==> config.mk <==
export PLATFORM = sky130hd
export DESIGN_NAME = semver_string_parser
export DESIGN_NICKNAME = d
export VERILOG_FILES = /design/src/design/semver_pkg.sv /design/src/design/semver_ram.sv /design/src/design/semver_ctrl.sv /design/src/design/semver_dp.sv /design/src/design/semver_string_parser.sv
export VERILOG_INCLUDE_DIRS = /design/src /design/src/design
export SDC_FILE = /design/constraint.sdc
export NUM_CORES = 1
export LEC_CHECK = 0
export BUFFER_PORTS_ARGS = -buffer_cell sky130_fd_sc_hd__buf_2
export CORE_MARGIN = 4
export CORE_UTILIZATION = 32
export CTS_CLUSTER_SIZE = 16
export DETAILED_ROUTE_END_ITERATION = 10
export SYNTH_ARGS = -nofsm -noshare
export SYNTH_HDL_FRONTEND = slang
export SYNTH_HIERARCHICAL = 1
export SYNTH_SLANG_ARGS = --single-unit
export TNS_END_PERCENT = 30
==> constraint.sdc <==
create_clock -name clock -period 4.2 [get_ports clock]
set_clock_uncertainty 0.15 [all_clocks]
set_input_delay 0.84 -clock clock [delete_from_list [all_inputs] [get_ports clock]]
set_output_delay 0.84 -clock clock [all_outputs]
set_load 0.05 [all_outputs]
==> src/design/semver_string_parser_defines.svh <==
// Assertion macros for the semantic version parser.
// Included by the top level; no other dependencies.
`ifndef SEMVER_STRING_PARSER_DEFINES_SVH
`define SEMVER_STRING_PARSER_DEFINES_SVH

`ifndef SYNTHESIS
`define SEMVER_ASSERT_IMP(lbl, clk, rst, ante, cons) \
   lbl: assert property (@(posedge clk) disable iff (rst) (ante) |-> (cons)) \
      else $error("semver_string_parser: same-cycle check failed");
`define SEMVER_ASSERT_NXT(lbl, clk, rst, ante, cons) \
   lbl: assert property (@(posedge clk) disable iff (rst) (ante) |=> (cons)) \
      else $error("semver_string_parser: next-cycle check failed");
`else
`define SEMVER_ASSERT_IMP(lbl, clk, rst, ante, cons)
`define SEMVER_ASSERT_NXT(lbl, clk, rst, ante, cons)
`endif

`endif

==> src/design/semver_pkg.sv <==
// Shared types and constants of the semantic version parser.
// No dependencies; used by the controller, the datapath and the top level.
package semver_pkg;

   localparam int REQ_DATA_W = 8;
   localparam int RSP_DATA_W = 64;
   localparam int LEN_W      = 5;
   localparam int NUM_W      = 16;
   localparam int LABEL_CAP  = 32;

   localparam logic [7:0] CH_NUL  = 8'h00;
   localparam logic [7:0] CH_ZERO = 8'h30;
   localparam logic [7:0] CH_NINE = 8'h39;
   localparam logic [7:0] CH_DOT  = 8'h2E;
   localparam logic [7:0] CH_DASH = 8'h2D;
   localparam logic [7:0] CH_LA   = 8'h61;
   localparam logic [7:0] CH_LZ   = 8'h7A;
   localparam logic [7:0] CH_UA   = 8'h41;
   localparam logic [7:0] CH_UZ   = 8'h5A;

   localparam logic KIND_SUMMARY = 1'b0;
   localparam logic KIND_LABEL   = 1'b1;

   typedef struct packed {
      logic take_digit;
      logic sep_major;
      logic sep_minor;
      logic set_error;
      logic label_write;
      logic summary_load;
      logic summary_ok;
      logic summary_has;
      logic clear_label;
      logic read_char;
      logic send_char;
   } semver_cmd_type;

   typedef struct packed {
      logic is_term;
      logic is_digit;
      logic is_label_ch;
      logic is_dot;
      logic is_dash;
      logic num_empty;
      logic error;
      logic label_full;
      logic label_empty;
      logic strict;
      logic emit_last;
      logic slot_free;
   } semver_status_type;

endpackage

==> src/design/semver_ram.sv <==
// Generic single-write, single-read RAM with registered read data.
// No dependencies.
module semver_ram #(
   parameter int WIDTH = 8,
   parameter int DEPTH = 32
) (
   input  logic                                   clock,
   input  logic                                   wr_en,
   input  logic [(DEPTH > 1 ? $clog2(DEPTH) : 1)-1:0] wr_addr,
   input  logic [WIDTH-1:0]                       wr_data,
   input  logic                                   rd_en,
   input  logic [(DEPTH > 1 ? $clog2(DEPTH) : 1)-1:0] rd_addr,
   output logic [WIDTH-1:0]                       rd_data
);

   logic [WIDTH-1:0] mem_ff [DEPTH];
   logic [WIDTH-1:0] rd_data_ff;

   always_ff @(posedge clock) begin
      if (wr_en) begin
         mem_ff[wr_addr] <= wr_data;
      end
      if (rd_en) begin
         rd_data_ff <= mem_ff[rd_addr];
      end
   end

   assign rd_data = rd_data_ff;

endmodule

==> src/design/semver_ctrl.sv <==
// Controller of the semantic version parser: parse phases and label emission.
// Depends on semver_pkg for the command and status structs.
module semver_ctrl (
   input  logic                          clock,
   input  logic                          reset,
   input  logic                          req_tvalid,
   output logic                          req_tready,
   input  semver_pkg::semver_status_type status,
   output semver_pkg::semver_cmd_type    cmd
);
   import semver_pkg::*;

   typedef enum logic [5:0] {
      ST_MAJOR = 6'b000001,
      ST_MINOR = 6'b000010,
      ST_PATCH = 6'b000100,
      ST_LABEL = 6'b001000,
      ST_READ  = 6'b010000,
      ST_SEND  = 6'b100000
   } state_type;

   state_type state_ff, state_in;
   logic      parsing;
   logic      accept;
   logic      ok;
   logic      has;

   assign parsing    = (state_ff == ST_MAJOR) || (state_ff == ST_MINOR) ||
                       (state_ff == ST_PATCH) || (state_ff == ST_LABEL);
   assign req_tready = parsing && status.slot_free;
   assign accept     = req_tvalid && req_tready;

   // A string is good only if it got through the patch number, with a
   // non-empty label when one was started.
   assign has = (state_ff == ST_LABEL);
   assign ok  = !status.error &&
                (((state_ff == ST_PATCH) && !status.num_empty) ||
                 (has && !status.label_empty && !status.strict));

   always_comb begin
      state_in = state_ff;
      cmd      = '0;
      unique case (state_ff) inside
         ST_MAJOR, ST_MINOR, ST_PATCH, ST_LABEL: begin
            if (accept) begin
               if (status.is_term) begin
                  cmd.summary_load = 1'b1;
                  cmd.summary_ok   = ok;
                  cmd.summary_has  = has;
                  if (ok && has) begin
                     state_in = ST_READ;
                  end else begin
                     cmd.clear_label = 1'b1;
                     state_in        = ST_MAJOR;
                  end
               end else if (status.error) begin
                  // Characters after an error are dropped until the terminator.
               end else if (has) begin
                  if (!status.is_label_ch || status.label_full) begin
                     cmd.set_error = 1'b1;
                  end else begin
                     cmd.label_write = 1'b1;
                  end
               end else if (status.is_digit) begin
                  cmd.take_digit = 1'b1;
               end else if (status.num_empty) begin
                  cmd.set_error = 1'b1;
               end else if (status.is_dot && (state_ff == ST_MAJOR)) begin
                  cmd.sep_major = 1'b1;
                  state_in      = ST_MINOR;
               end else if (status.is_dot && (state_ff == ST_MINOR)) begin
                  cmd.sep_minor = 1'b1;
                  state_in      = ST_PATCH;
               end else if (status.is_dash && (state_ff == ST_PATCH)) begin
                  state_in = ST_LABEL;
               end else begin
                  cmd.set_error = 1'b1;
               end
            end
         end
         ST_READ: begin
            cmd.read_char = 1'b1;
            state_in      = ST_SEND;
         end
         ST_SEND: begin
            if (status.slot_free) begin
               cmd.send_char = 1'b1;
               if (status.emit_last) begin
                  cmd.clear_label = 1'b1;
                  state_in        = ST_MAJOR;
               end else begin
                  state_in = ST_READ;
               end
            end
         end
         default: begin
            state_in = ST_MAJOR;
         end
      endcase
   end

   always_ff @(posedge clock) begin
      if (reset) begin
         state_ff <= ST_MAJOR;
      end else begin
         state_ff <= state_in;
      end
   end

endmodule

==> src/design/semver_dp.sv <==
// Datapath of the semantic version parser: number accumulation, label store,
// strict mode register and the result output register.
// Depends on semver_pkg and semver_ram.
module semver_dp #(
   parameter int LABEL_LIMIT = 32
) (
   input  logic                                 clock,
   input  logic                                 reset,
   input  logic                                 csr_wr_en,
   input  logic                                 csr_wr_data,
   input  logic [semver_pkg::REQ_DATA_W-1:0]    req_tdata,
   input  semver_pkg::semver_cmd_type           cmd,
   output semver_pkg::semver_status_type        status,
   output logic                                 rsp_tvalid,
   input  logic                                 rsp_tready,
   output logic [semver_pkg::RSP_DATA_W-1:0]    rsp_tdata,
   output logic                                 rsp_tuser,
   output logic                                 rsp_tlast
);
   import semver_pkg::*;

   localparam int EffLimit = (LABEL_LIMIT > LABEL_CAP) ? LABEL_CAP : LABEL_LIMIT;
   localparam int AddrW    = (EffLimit > 1) ? $clog2(EffLimit) : 1;

   logic [7:0]       ch;
   logic [3:0]       digit;
   logic [19:0]      acc_wide;
   logic             dig_zero_first;
   logic             dig_ovf;

   logic [NUM_W-1:0] acc_ff, acc_in;
   logic             lz_ff, lz_in;
   logic             err_ff, err_in;
   logic [NUM_W-1:0] major_ff, minor_ff;
   logic [LEN_W-1:0] count_ff, count_in;
   logic [LEN_W-1:0] emit_idx_ff, emit_idx_in;
   logic             strict_ff;

   logic             out_valid_ff;
   logic             out_kind_ff;
   logic             out_ok_ff;
   logic [NUM_W-1:0] out_major_ff, out_minor_ff, out_patch_ff;
   logic             out_has_ff;
   logic [LEN_W-1:0] out_len_ff;
   logic [7:0]       out_char_ff;
   logic             out_last_ff;
   logic [7:0]       rd_data;
   logic             good_label;

   assign ch    = req_tdata;
   assign digit = 4'(ch - CH_ZERO);

   // Times ten as two shifted copies plus the new digit.
   assign acc_wide       = {1'b0, acc_ff, 3'b000} + {3'b000, acc_ff, 1'b0} + {16'h0000, digit};
   assign dig_zero_first = (acc_ff == '0) && (digit == 4'd0);
   assign dig_ovf        = |acc_wide[19:16];

   assign status.is_term     = (ch == CH_NUL);
   assign status.is_digit    = (ch >= CH_ZERO) && (ch <= CH_NINE);
   assign status.is_label_ch = status.is_digit || (ch == CH_DOT) ||
                               ((ch >= CH_LA) && (ch <= CH_LZ)) ||
                               ((ch >= CH_UA) && (ch <= CH_UZ));
   assign status.is_dot      = (ch == CH_DOT);
   assign status.is_dash     = (ch == CH_DASH);
   assign status.num_empty   = (acc_ff == '0) && !lz_ff;
   assign status.error       = err_ff;
   assign status.label_full  = (count_ff >= LEN_W'(EffLimit - 1));
   assign status.label_empty = (count_ff == '0);
   assign status.strict      = strict_ff;
   assign status.emit_last   = ((emit_idx_ff + LEN_W'(1)) == count_ff);
   assign status.slot_free   = !out_valid_ff || rsp_tready;

   always_comb begin
      acc_in      = acc_ff;
      lz_in       = lz_ff;
      err_in      = err_ff;
      count_in    = count_ff;
      emit_idx_in = emit_idx_ff;
      if (cmd.take_digit) begin
         if (lz_ff) begin
            err_in = 1'b1;
         end else if (dig_zero_first) begin
            lz_in = 1'b1;
         end else if (dig_ovf) begin
            err_in = 1'b1;
         end else begin
            acc_in = acc_wide[NUM_W-1:0];
         end
      end
      if (cmd.set_error) begin
         err_in = 1'b1;
      end
      if (cmd.sep_major || cmd.sep_minor || cmd.summary_load) begin
         acc_in = '0;
         lz_in  = 1'b0;
      end
      if (cmd.summary_load) begin
         err_in = 1'b0;
      end
      if (cmd.label_write) begin
         count_in = count_ff + LEN_W'(1);
      end
      if (cmd.send_char) begin
         emit_idx_in = emit_idx_ff + LEN_W'(1);
      end
      if (cmd.clear_label) begin
         count_in    = '0;
         emit_idx_in = '0;
      end
   end

   always_ff @(posedge clock) begin
      if (reset) begin
         acc_ff      <= '0;
         lz_ff       <= 1'b0;
         err_ff      <= 1'b0;
         count_ff    <= '0;
         emit_idx_ff <= '0;
         strict_ff   <= 1'b0;
      end else begin
         acc_ff      <= acc_in;
         lz_ff       <= lz_in;
         err_ff      <= err_in;
         count_ff    <= count_in;
         emit_idx_ff <= emit_idx_in;
         if (csr_wr_en) begin
            strict_ff <= csr_wr_data;
         end
      end
   end

   always_ff @(posedge clock) begin
      if (cmd.sep_major) begin
         major_ff <= acc_ff;
      end
      if (cmd.sep_minor) begin
         minor_ff <= acc_ff;
      end
   end

   semver_ram #(
      .WIDTH (8),
      .DEPTH (EffLimit)
   ) u_label_ram (
      .clock   (clock),
      .wr_en   (cmd.label_write),
      .wr_addr (count_ff[AddrW-1:0]),
      .wr_data (ch),
      .rd_en   (cmd.read_char),
      .rd_addr (emit_idx_ff[AddrW-1:0]),
      .rd_data (rd_data)
   );

   assign good_label = cmd.summary_ok && cmd.summary_has;

   // Output register: valid is control state, the rest is payload.
   always_ff @(posedge clock) begin
      if (reset) begin
         out_valid_ff <= 1'b0;
      end else if (cmd.summary_load || cmd.send_char) begin
         out_valid_ff <= 1'b1;
      end else if (rsp_tready) begin
         out_valid_ff <= 1'b0;
      end
   end

   always_ff @(posedge clock) begin
      if (cmd.summary_load) begin
         out_kind_ff  <= KIND_SUMMARY;
         out_ok_ff    <= cmd.summary_ok;
         out_major_ff <= cmd.summary_ok ? major_ff : '0;
         out_minor_ff <= cmd.summary_ok ? minor_ff : '0;
         out_patch_ff <= cmd.summary_ok ? acc_ff : '0;
         out_has_ff   <= good_label;
         out_len_ff   <= good_label ? count_ff : '0;
         out_char_ff  <= '0;
         out_last_ff  <= !good_label;
      end else if (cmd.send_char) begin
         out_kind_ff  <= KIND_LABEL;
         out_ok_ff    <= 1'b0;
         out_major_ff <= '0;
         out_minor_ff <= '0;
         out_patch_ff <= '0;
         out_has_ff   <= 1'b0;
         out_len_ff   <= '0;
         out_char_ff  <= rd_data;
         out_last_ff  <= status.emit_last;
      end
   end

   assign rsp_tvalid = out_valid_ff;
   assign rsp_tdata  = {1'b0, out_char_ff, out_len_ff, out_has_ff, out_patch_ff,
                        out_minor_ff, out_major_ff, out_ok_ff};
   assign rsp_tuser  = out_kind_ff;
   assign rsp_tlast  = out_last_ff;

endmodule

==> src/design/semver_string_parser.sv <==
// Semantic version parser: one character word per cycle while parsing; the summary
// word is loaded at the edge that accepts the terminator and is offered the next cycle.
// Each label character then passes through the label RAM read and then the output
// register, and input is held off until the last label word is loaded.
// A result word that waits for rsp_tready also holds off input and label emission.
// Reset is synchronous and active high: it clears the parse state and the strict
// mode register; the label RAM is not cleared.
`include "semver_string_parser_defines.svh"

module semver_string_parser #(
   parameter int LABEL_LIMIT = 32
) (
   input  logic                              clock,
   input  logic                              reset,
   input  logic                              csr_wr_en,
   input  logic                              csr_wr_data,  // strict_numeric
   input  logic                              req_tvalid,
   output logic                              req_tready,
   input  logic [semver_pkg::REQ_DATA_W-1:0] req_tdata,    // ch
   output logic                              rsp_tvalid,
   input  logic                              rsp_tready,
   // valid_res, major, minor, patch, has_pre, label_length, label_char, zero pad
   output logic [semver_pkg::RSP_DATA_W-1:0] rsp_tdata,
   output logic                              rsp_tuser,    // kind
   output logic                              rsp_tlast     // last
);
   import semver_pkg::*;

   semver_cmd_type    cmd;
   semver_status_type status;

   semver_ctrl u_ctrl (
      .clock      (clock),
      .reset      (reset),
      .req_tvalid (req_tvalid),
      .req_tready (req_tready),
      .status     (status),
      .cmd        (cmd)
   );

   semver_dp #(
      .LABEL_LIMIT (LABEL_LIMIT)
   ) u_dp (
      .clock       (clock),
      .reset       (reset),
      .csr_wr_en   (csr_wr_en),
      .csr_wr_data (csr_wr_data),
      .req_tdata   (req_tdata),
      .cmd         (cmd),
      .status      (status),
      .rsp_tvalid  (rsp_tvalid),
      .rsp_tready  (rsp_tready),
      .rsp_tdata   (rsp_tdata),
      .rsp_tuser   (rsp_tuser),
      .rsp_tlast   (rsp_tlast)
   );

   // A terminator always produces a summary in the following cycle.
   `SEMVER_ASSERT_NXT(a_term_gives_summary, clock, reset,
      req_tvalid && req_tready && (req_tdata == CH_NUL),
      rsp_tvalid && (rsp_tuser == KIND_SUMMARY))
   // An invalid summary ends the string.
   `SEMVER_ASSERT_IMP(a_invalid_is_last, clock, reset,
      rsp_tvalid && (rsp_tuser == KIND_SUMMARY) && !rsp_tdata[0], rsp_tlast)
   // Label words carry nothing but the character.
   `SEMVER_ASSERT_IMP(a_label_word_clean, clock, reset,
      rsp_tvalid && (rsp_tuser == KIND_LABEL), rsp_tdata[54:0] == '0)

endmodule

Yosys cells after proc, flatten, opt, wreduce, memory -nomap -nowiden
Memory sizes are Yosys's and may differ from the RTL's. A register that Yosys moved wholly into a read port is not among the register bits.
Index checks and enable logic that the tools add are counted.
- input bits: 14
- word-level logic and storage cells: 169
- register bits: 133
- RAM bits: 256
- memories kept: 1
- memories (memory ; depth ; bits a word ; rd ports ; clocked after memory_dff ; wr ports ; RTL line ; RTL):
    u_dp.u_label_ram.mem_ff ; 32 ; 8 ; 1 ; 1 ; 1 ; semver_ram.sv:16 ; logic [WIDTH-1:0] mem_ff [DEPTH];
- bitwise logic cells: 3
- muxes and demuxes: 65
- order comparisons: 7
- add/subtract/negate cells: 5
- reduce and logical (&&, ||, !) cells: 52
- eq/ne operators: 17
- operators by type and width (operator ; count):
    16-bit two-way mux ; 7
    6-bit two-way mux ; 10
    5-bit two-way mux ; 7
    1-bit two-way mux ; 32
    19-bit by 17-bit adder with 20-bit output ; 1
    20-bit by 4-bit adder with 20-bit output ; 1
    6-bit case mux with 3 select lines ; 1
    8-bit by 6-bit == test with 1-bit output (second input constant) ; 2
    8-bit by 7-bit greater-or-equal comparator with 1-bit output (second input constant) ; 2
    8-bit by 7-bit less-or-equal comparator with 1-bit output (second input constant) ; 2
    1-bit logical AND ; 16
    16-bit logical NOT ; 1
    3-bit != test (second input constant) ; 5
    1-bit logical OR ; 12
    5-bit by 1-bit adder with 5-bit output (second input constant) ; 2
    9-bit two-way mux ; 1
    8-bit by 6-bit greater-or-equal comparator with 1-bit output (second input constant) ; 1
    8-bit by 6-bit less-or-equal comparator with 1-bit output (second input constant) ; 1
    1-bit logical NOT ; 8
    8-bit logical NOT ; 1
    8-bit two-way mux ; 1
    4-bit OR reduction ; 2
    7-bit AND reduction ; 1
    6-bit by 1-bit == test with 1-bit output (second input constant) ; 1
    22 further kinds ; 31

Logic depth before layout (Yosys ltp)
Gate-level depths: netlist of the first run.
- word-level depth: 16
- mapped depth: 13
- depth with buffers taken out: 12

Hierarchy
The synthesis of the first run kept the hierarchy.
- modules (own cells, without submodules) (module ; area an instance (sq um) ; cells each ; sequential area each (sq um) ; instances):
    semver_ram ; 10133.5 ; 417 ; 7927.6 ; 1
    semver_dp ; 5913.2 ; 479 ; 3423.3 ; 1
    semver_ctrl ; 624.3 ; 86 ; 120.1 ; 1

Worst setup path before layout of the first run
Ideal clock, no wire load.
- kind: input-to-reg
- start: input req_tdata[3] (netlist name)
- end: register u_dp.acc_ff[0]
- data arrival time: 4255 ps
- setup slack: -332 ps
- data required time: 3922 ps
- stages on the path: 9
- buffers on the path: 2
- path through: or4_1 > nor3_1 > or4b_1 > nand2b_1 > nor4_1 > or4_1 > buf_6 > clkbuf_1 > nor2_1
- RTL lines (element ; RTL line ; RTL):
    from (decl) ; semver_string_parser.sv:19 ; input logic [semver_pkg::REQ_DATA_W-1:0] req_tdata,
    to (signal assigned) ; semver_dp.sv:121 ; acc_ff <= acc_in;
    to (decl) ; semver_dp.sv:31 ; logic [NUM_W-1:0] acc_ff, acc_in;

==> results of run 1 <==
-- flip-flops by register name (all words and copies together) (netlist names), 5 cells and up --
name / flops
u_dp/major_ff: 16
u_dp/out_char_ff: 8
u_dp/u_label_ram/mem_ff: 256
u_ctrl/state_ff: 6
u_dp/out_len_ff: 5
u_dp/out_major_ff: 16
u_dp/emit_idx_ff: 5
u_dp/u_label_ram/rd_data: 8
u_dp/acc_ff: 16
u_dp/minor_ff: 16
u_dp/count_ff: 5
u_dp/out_minor_ff: 16
u_dp/out_patch_ff: 16
-- synth_stat cells (12+ instances only) --
| cell type | count | share of area (%) |
|---|---|---|
| edfxtp_1 | 352 | 63 |
| nor2_1 | 96 | 2.2 |
| mux4_2 | 80 | 11 |
| and3_1 | 54 | 2.0 |
| dfxtp_1 | 45 | 5.4 |
| ha_1 | 35 | 2.6 |
| clkbuf_1 | 26 | 0.59 |
| mux2i_1 | 26 | 1.6 |
| nand2_1 | 26 | 0.59 |
| a21oi_1 | 17 | 0.51 |
| inv_1 | 17 | 0.38 |
| xnor2_1 | 15 | 0.79 |
| buf_4 | 13 | 0.59 |
| xor2_1 | 12 | 0.63 |
-- cells in the final DEF, fill, tap and decap left out, types with 7 or more instances in the layout --
cell | synthesis | layout
edfxtp_1 | 352 | 352
nor2_1 | 96 | 95
buf_2 | 3 | 80
mux4_2 | 80 | 80
and3_1 | 54 | 54
buf_4 | 13 | 51
dfxtp_1 | 45 | 43
clkbuf_16 | 0 | 40
ha_1 | 35 | 35
nand2_1 | 26 | 26
mux2i_1 | 26 | 26
a21oi_1 | 17 | 17
inv_1 | 17 | 16
xnor2_1 | 15 | 15
xor2_1 | 12 | 12
clkbuf_1 | 26 | 11
nand3_1 | 10 | 10
nor3_1 | 10 | 9
nand4_1 | 8 | 8
mux2_2 | 8 | 8
o21ai_0 | 7 | 7
nor3b_1 | 8 | 7
and2_1 | 7 | 7
-- worst min-delay path by stage --
stage                                     start                   to  slack (ps)  cells past startpoint
detailed placement               u_dp/rsp_tuser       u_dp/rsp_tuser         300                      2
global route                     u_dp/rsp_tuser       u_dp/rsp_tuser         340                      2
finish                           u_dp/rsp_tuser       u_dp/rsp_tuser         310                      2
floorplan           u_dp/u_label_ram/rd_data[7]  u_dp/out_char_ff[7]         310                      2
global placement                 u_dp/rsp_tuser       u_dp/rsp_tuser         290                      2
CTS                              u_dp/rsp_tuser       u_dp/rsp_tuser         320                      2
-- through the flow --
stage | power (W) | instance area, µm² | worst slack, ps
after floorplan | 0.00461 | 16700 | 166
after global routing | 0.00853 | 19500 | 169
after global placement | 0.00473 | 18100 | -505
final | 0.00824 | 19500 | 533
after CTS | 0.00833 | 19500 | 16.8
after detailed placement | 0.00474 | 18100 | -548
-- routing by layer --
metal  vias up  routed length [µm]  share of wire, %  GRT usage (%)
met4         0                 832               2.2           3.52
li1       4126                   -                 -              -
met3        52                1730               4.6           1.81
met5         -                   0                 0              0
met2       243               18100                48           21.5
met1      4744               17300                46           19.0
-- worst min-delay path: cells and delay by family (launching register included) --
kind	cells	cell delay, ps
AND/OR/NAND/NOR	2	110
flip-flops	1	320
-- cell type report --
cell class,count,area (µm²),area share (%)
clock buffer,54,1080,5.56
multi-input combinational,516,4900,25.1
timing repair buffer,135,863,4.43
tap,680,851,4.37
antenna,1,2.50,0.0128
clock inverter,19,245,1.26
sequential,397,11500,58.9
inverter,17,67.6,0.347
-- where the power goes --
group	total, W	leakage [nW]	switching (W)	internal [W]
registers	0.00432	3.55	0.0000274	0.00429
logic	0.000335	2.45	0.000235	0.000100
clock network	0.00359	0.647	0.00146	0.00213
-- kinds of logic after synthesis --
family	Yosys count	synth area share (%)
fa+ha+maj	37	2.87
other cells	1	0.0225
mux	114	12.9
flops	397	68.8
xor+xnor	27	1.42
simple gates	266	8.47
compound gates	71	3.43
buf+inv	69	2.07
-- what timing repair did --
item | in CTS | in global routing
endpoints found under the setup margin | 0 | 256
resized for setup | 0 | 1
setup buffers | 0 | 0
==> results.yml, run 1 <==
logic_synthesis:
  ys_ff_latch: 397
  synth-edff-count: 352
  synthArstFlopShare_pct: 0
  synth_cell_types: 77
  synth_area_mm2: 0.0167
  yosys_most_used_dff: "edfxtp_1"
  syn-num-nets: 1033
  avgSynthCellArea_um2: 17.0
  ys_warn_count: 6
  ys_seq_area_share_pct: 68.8
  synthesis.instances: 982
setup_path:
  critPathArrivalTime_ps: 3680
  path_cells: "buf_2, nor3b_2, nand4b_1, nor3b_1, or3_1, nor3b_1, nor2b_1, nand3b_1, buf_4, nor2_1"
  r2r_slack_ps: 670
  critPathBufInv: 2
  rr_startpoint: "u_dp/count_ff[0]"
  crit_path_top_delay_cell: "nor2_1"
  slowest_delay_ps: 650
  path_max_fanout: 8
  crit_end: "u_dp/u_label_ram/mem_ff[10][0]"
  cpMostUsedCell: "nor3b_1"
  required_ps: 4210
  cp-start-kind: "primary input"
  r2r-end: "u_dp/u_label_ram/mem_ff[10][0]"
  reg2reg_depth: 9
  worst-path-stages: 10
  crit_path_end_kind: "flop"
  worstSetupStartpoint: "req_tdata[6]"
  crit_family: "simple AND/OR/NAND/NOR gates"
  crit_type: "in -> reg"
cells_and_area:
  fillers: 4753
  fin_cells: 1819
  syn2layout_area_growth_pct: 16.9
  fin_nets: 1158
  final_core_util_pct: 37.9
  drive_gt1_share_pct: 27.6
global_routing:
  grt_max_degree: 52
  grt_pass1_wl_um: 57800
  overflow: 0
  grt.total_usage_pct: 13.3
  grt_pass1_vias: 9108
  grt_antenna_before_repair: 1
floorplan:
  rows: 83
  dieWidth_um: 236
  core_mm2: 0.0514
  initial_core_util_pct: 32.4
  die_area_mm2: 0.0558
  io_pins: 82
  die_h_um: 236
pwr:
  irDropWorstVdd_v: 0.000296
  p_leak_nw: 6.64
  power_density_mw_per_mm2: 423
placement:
  dpl.hpwl_um: 25900
  port_buffers: 80
  dp_cells: 1745
  place_congestion: 0.805
drt:
  ant_nets: 0
  drtIter0Drc: 754
  viasPerCell: 5.04
  wire_per_inst_um: 20.9
  wl_um: 38000
  dr.pass1.iters: 5
  vias: 9165
  drc: 0
clock_tree:
  cts_hold_buf: 0
  numCtsBuffers: 40
  cts-root-buf: "clkbuf_16"
  clkTransAtPathRegs_ps: 60
  cts_sinks: 397
  clk_latency_ps: 530
  cts_buffer_depth: 3
  htree_levels: 2
  cts_tree: "built"
timing:
  hold_slack_ps: 312
  setup_viol: 0
  setup_tns_ps: 0
  slew_headroom_pct: 39.7
  final.period_utilization_pct: 87.3
  fin_crit_ps: 3670
  hold_viol_final: 0
  final_max_slew_viol_count: 0
  fmax_mhz: 273
  worst-slew-pin-transition_ps: 905
  rsz0062_at_grt: "no"
status:
  status: "complete, no violations"
worst_hold_path:
  hold_class: "reg -> reg"
job:
  max-cap-violations: 0
(Power assumes the default switching activity.)
==> run 2, diff against run 1 <==
ABC_AREA = 1   (was not set)
==> run 2 against run 1 <==
  * Non-clock buffer count shrank 23
  * Clock power shrank 5%
  * Design area grew 2.0%
  * Worst hold slack lost 2.3 ps
  * Final cell count grew 37%
  * Die area grew 5.4%
  * Via count grew 29%
  * Largest cell class unchanged
  * Combinational power grew 21%
  * Register-to-register slack gained 270 ps
  * First-iteration DRC count grew 10%
  * Sequential cell count is the same
  * Total power shrank 1.2%
==> results.yml, run 2 <==
status:
  status: "complete, no violations"
timing:
  fin_crit_ps: 3470
  final.period_utilization_pct: 82.6
  hold_viol_final: 0
  slew_headroom_pct: 22.6
  rsz0062_at_grt: "no"
  fmax_mhz: 288
  finalWorstSetupSlack_ps: 729
  setup_tns_ps: 0
  setup_viol: 0
  worst-slew-pin-transition_ps: 1160
  final_max_slew_viol_count: 0
setup_path:
  critPathArrivalTime_ps: 3750
  reg2reg_depth: 11
  path_max_fanout: 17
  crit_type: "in -> reg"
  required_ps: 4480
  crit_path_end_kind: "flop"
  cp-start-kind: "primary input"
cells_and_area:
  layout_commonest_cell: "nand2_1"
  largest_register: "u_dp/u_label_ram/mem_ff"
  most-common-layout-cells: "nand2_1 (488), edfxtp_1 (352), nand3_1 (248), nor2_1 (153), inv_1 (136)"
  syn2layout_area_growth_pct: 12.9
  antenna_cells: 0
  drive_gt1_share_pct: 11.3
  fin_nets: 1822
  fillers: 5296
  largest_reg_flops: 256
  design_area_mm2: 0.0199
floorplan:
  initial_core_util_pct: 32.5
  die_area_mm2: 0.0588
  dieWidth_um: 243
  core_mm2: 0.0541
  io_pins: 82
  die_h_um: 243
  rows: 85
drt:
  ant_nets: 0
  viasPerCell: 4.73
  dr.pass1.iters: 5
  wire_per_inst_um: 16.9
  drtIter0Drc: 831
  vias: 11800
  wl_um: 42200
  drc: 0
global_routing:
  grt_pass1_vias: 11700
  grt_pass1_wl_um: 66800
  grt_antenna_before_repair: 4
  grt_max_degree: 70
  overflow: 0
  grt.total_usage_pct: 14.3
logic_synthesis:
  synth_top_area_share_pct: 60.0
  synth-edff-count: 352
  syn-num-nets: 1737
  yosys-top-cells-area: "edfxtp_1 (60%), nand2_1 (10%), nand3_1 (7.0%)"
  synthArstFlopShare_pct: 0
  synth_area_mm2: 0.0176
  ys_warn_count: 6
  synthesis.instances: 1686
  synth_common_cells: "nand2_1 (489), edfxtp_1 (352), nand3_1 (248)"
  yosys.area.top_type: "edfxtp_1"
  ys_seq_area_share_pct: 65.1
  avgSynthCellArea_um2: 10.4
  ys_ff_latch: 397
  yosys_most_used_dff: "edfxtp_1"
  synth_cell_types: 43
  synth_most_common_cell: "nand2_1"
worst_hold_path:
  hold_class: "in -> reg"
  hold_depth: 2
placement:
  port_buffers: 80
  place_congestion: 0.874
  dpl_cell_area_mm2: 0.0186
  dpl.hpwl_um: 27900
  dp_slack_ps: 154
clock_tree:
  htree_levels: 2
  cts-root-buf: "clkbuf_16"
  clkTransAtPathRegs_ps: 60
  cts_hold_buf: 0
  cts_setup_buffers: 0
  clk_latency_ps: 570
  cts_sinks: 397
  numCtsBuffers: 43
  cts-resized-gates: 0
  cts_buffer_depth: 3
  cts_tree: "built"
pwr:
  irDropWorstVdd_v: 0.000237
  power_density_mw_per_mm2: 410
  p_leak_nw: 7.44
job:
  max-cap-violations: 0
[run 2: stage by stage]
| step | hold WS, ps | power [W] | util, % | instances |
|---|---|---|---|---|
| 6_report | 310 | 0.00815 | 36.7 | 2498 |
| 5_1_grt | 300 | 0.00850 | 36.7 | 2498 |
| 4_1_cts | 278 | 0.00827 | 36.7 | 2498 |
| 3_5_place_dp | 305 | 0.00481 | 34.4 | 2422 |
| 3_3_place_gp | 304 | 0.00480 | 34.4 | 2422 |
| 2_1_floorplan | 297 | 0.00468 | - | 1686 |
[run 2: logic make-up (layout without fill, tap and decap cells)]
kind of cell / Yosys count / in the layout / synth area share [%]
compound gates: 75 / 75 / 2.36
flops: 397 / 397 / 65.1
buf+inv: 215 / 331 / 6.03
xor+xnor: 19 / 19 / 0.945
fa+ha+maj: 37 / 37 / 2.71
simple gates: 942 / 942 / 22.8
other cells: 1 / 1 / 0.0213
[run 2: final cells by class]
type	instances	area, µm²	share of cell area (%)
inverter	143	541	2.72
multi-input combinational	1074	5080	25.5
tap	696	871	4.38
timing repair buffer	112	653	3.28
sequential	397	11500	57.7
clock inverter	21	144	0.724
clock buffer	55	1120	5.64
[run 2: metal layers]
| layer | wire length, µm | global-route usage [%] |
|---|---|---|
| met2 | 19800 | 23.8 |
| met4 | 1250 | 4.97 |
| met5 | 17 | 0 |
| met3 | 2480 | 2.64 |
| met1 | 18600 | 18.9 |
[run 2: report_power, final]
part	internal, W	total [W]	switching [W]
registers	0.00430	0.00432	0.0000215
logic	0.000111	0.000405	0.000294
clock network	0.00190	0.00342	0.00152
[run 2: critical path: stages]
cell and delay (ps):
buf_2 370, inv_1 160, fa_1 550, fa_1 480, inv_1 70, nand2_1 40, nand2_1 100, nand3_1 100
nand2_2 120, nand2_1 80, nand3_1 70, nand2_1 60, nor2_2 80, nand2_2 90, inv_4 170, nand2_4 150
nand2_1 120, a21oi_1 60
[run 2: path summary, 6_finish.rpt]
kind / startpoint / endpoint / slack, ps
worst max-delay path: req_tdata[3] / u_dp/acc_ff[13] / 730
worst min-delay path: csr_wr_en / u_dp/strict_ff / 310
worst max register to register: u_dp/count_ff[0] / u_dp/u_label_ram/mem_ff[27][3] / 940
worst min register to register: u_dp/u_label_ram/rd_data[3] / u_dp/out_char_ff[3] / 320
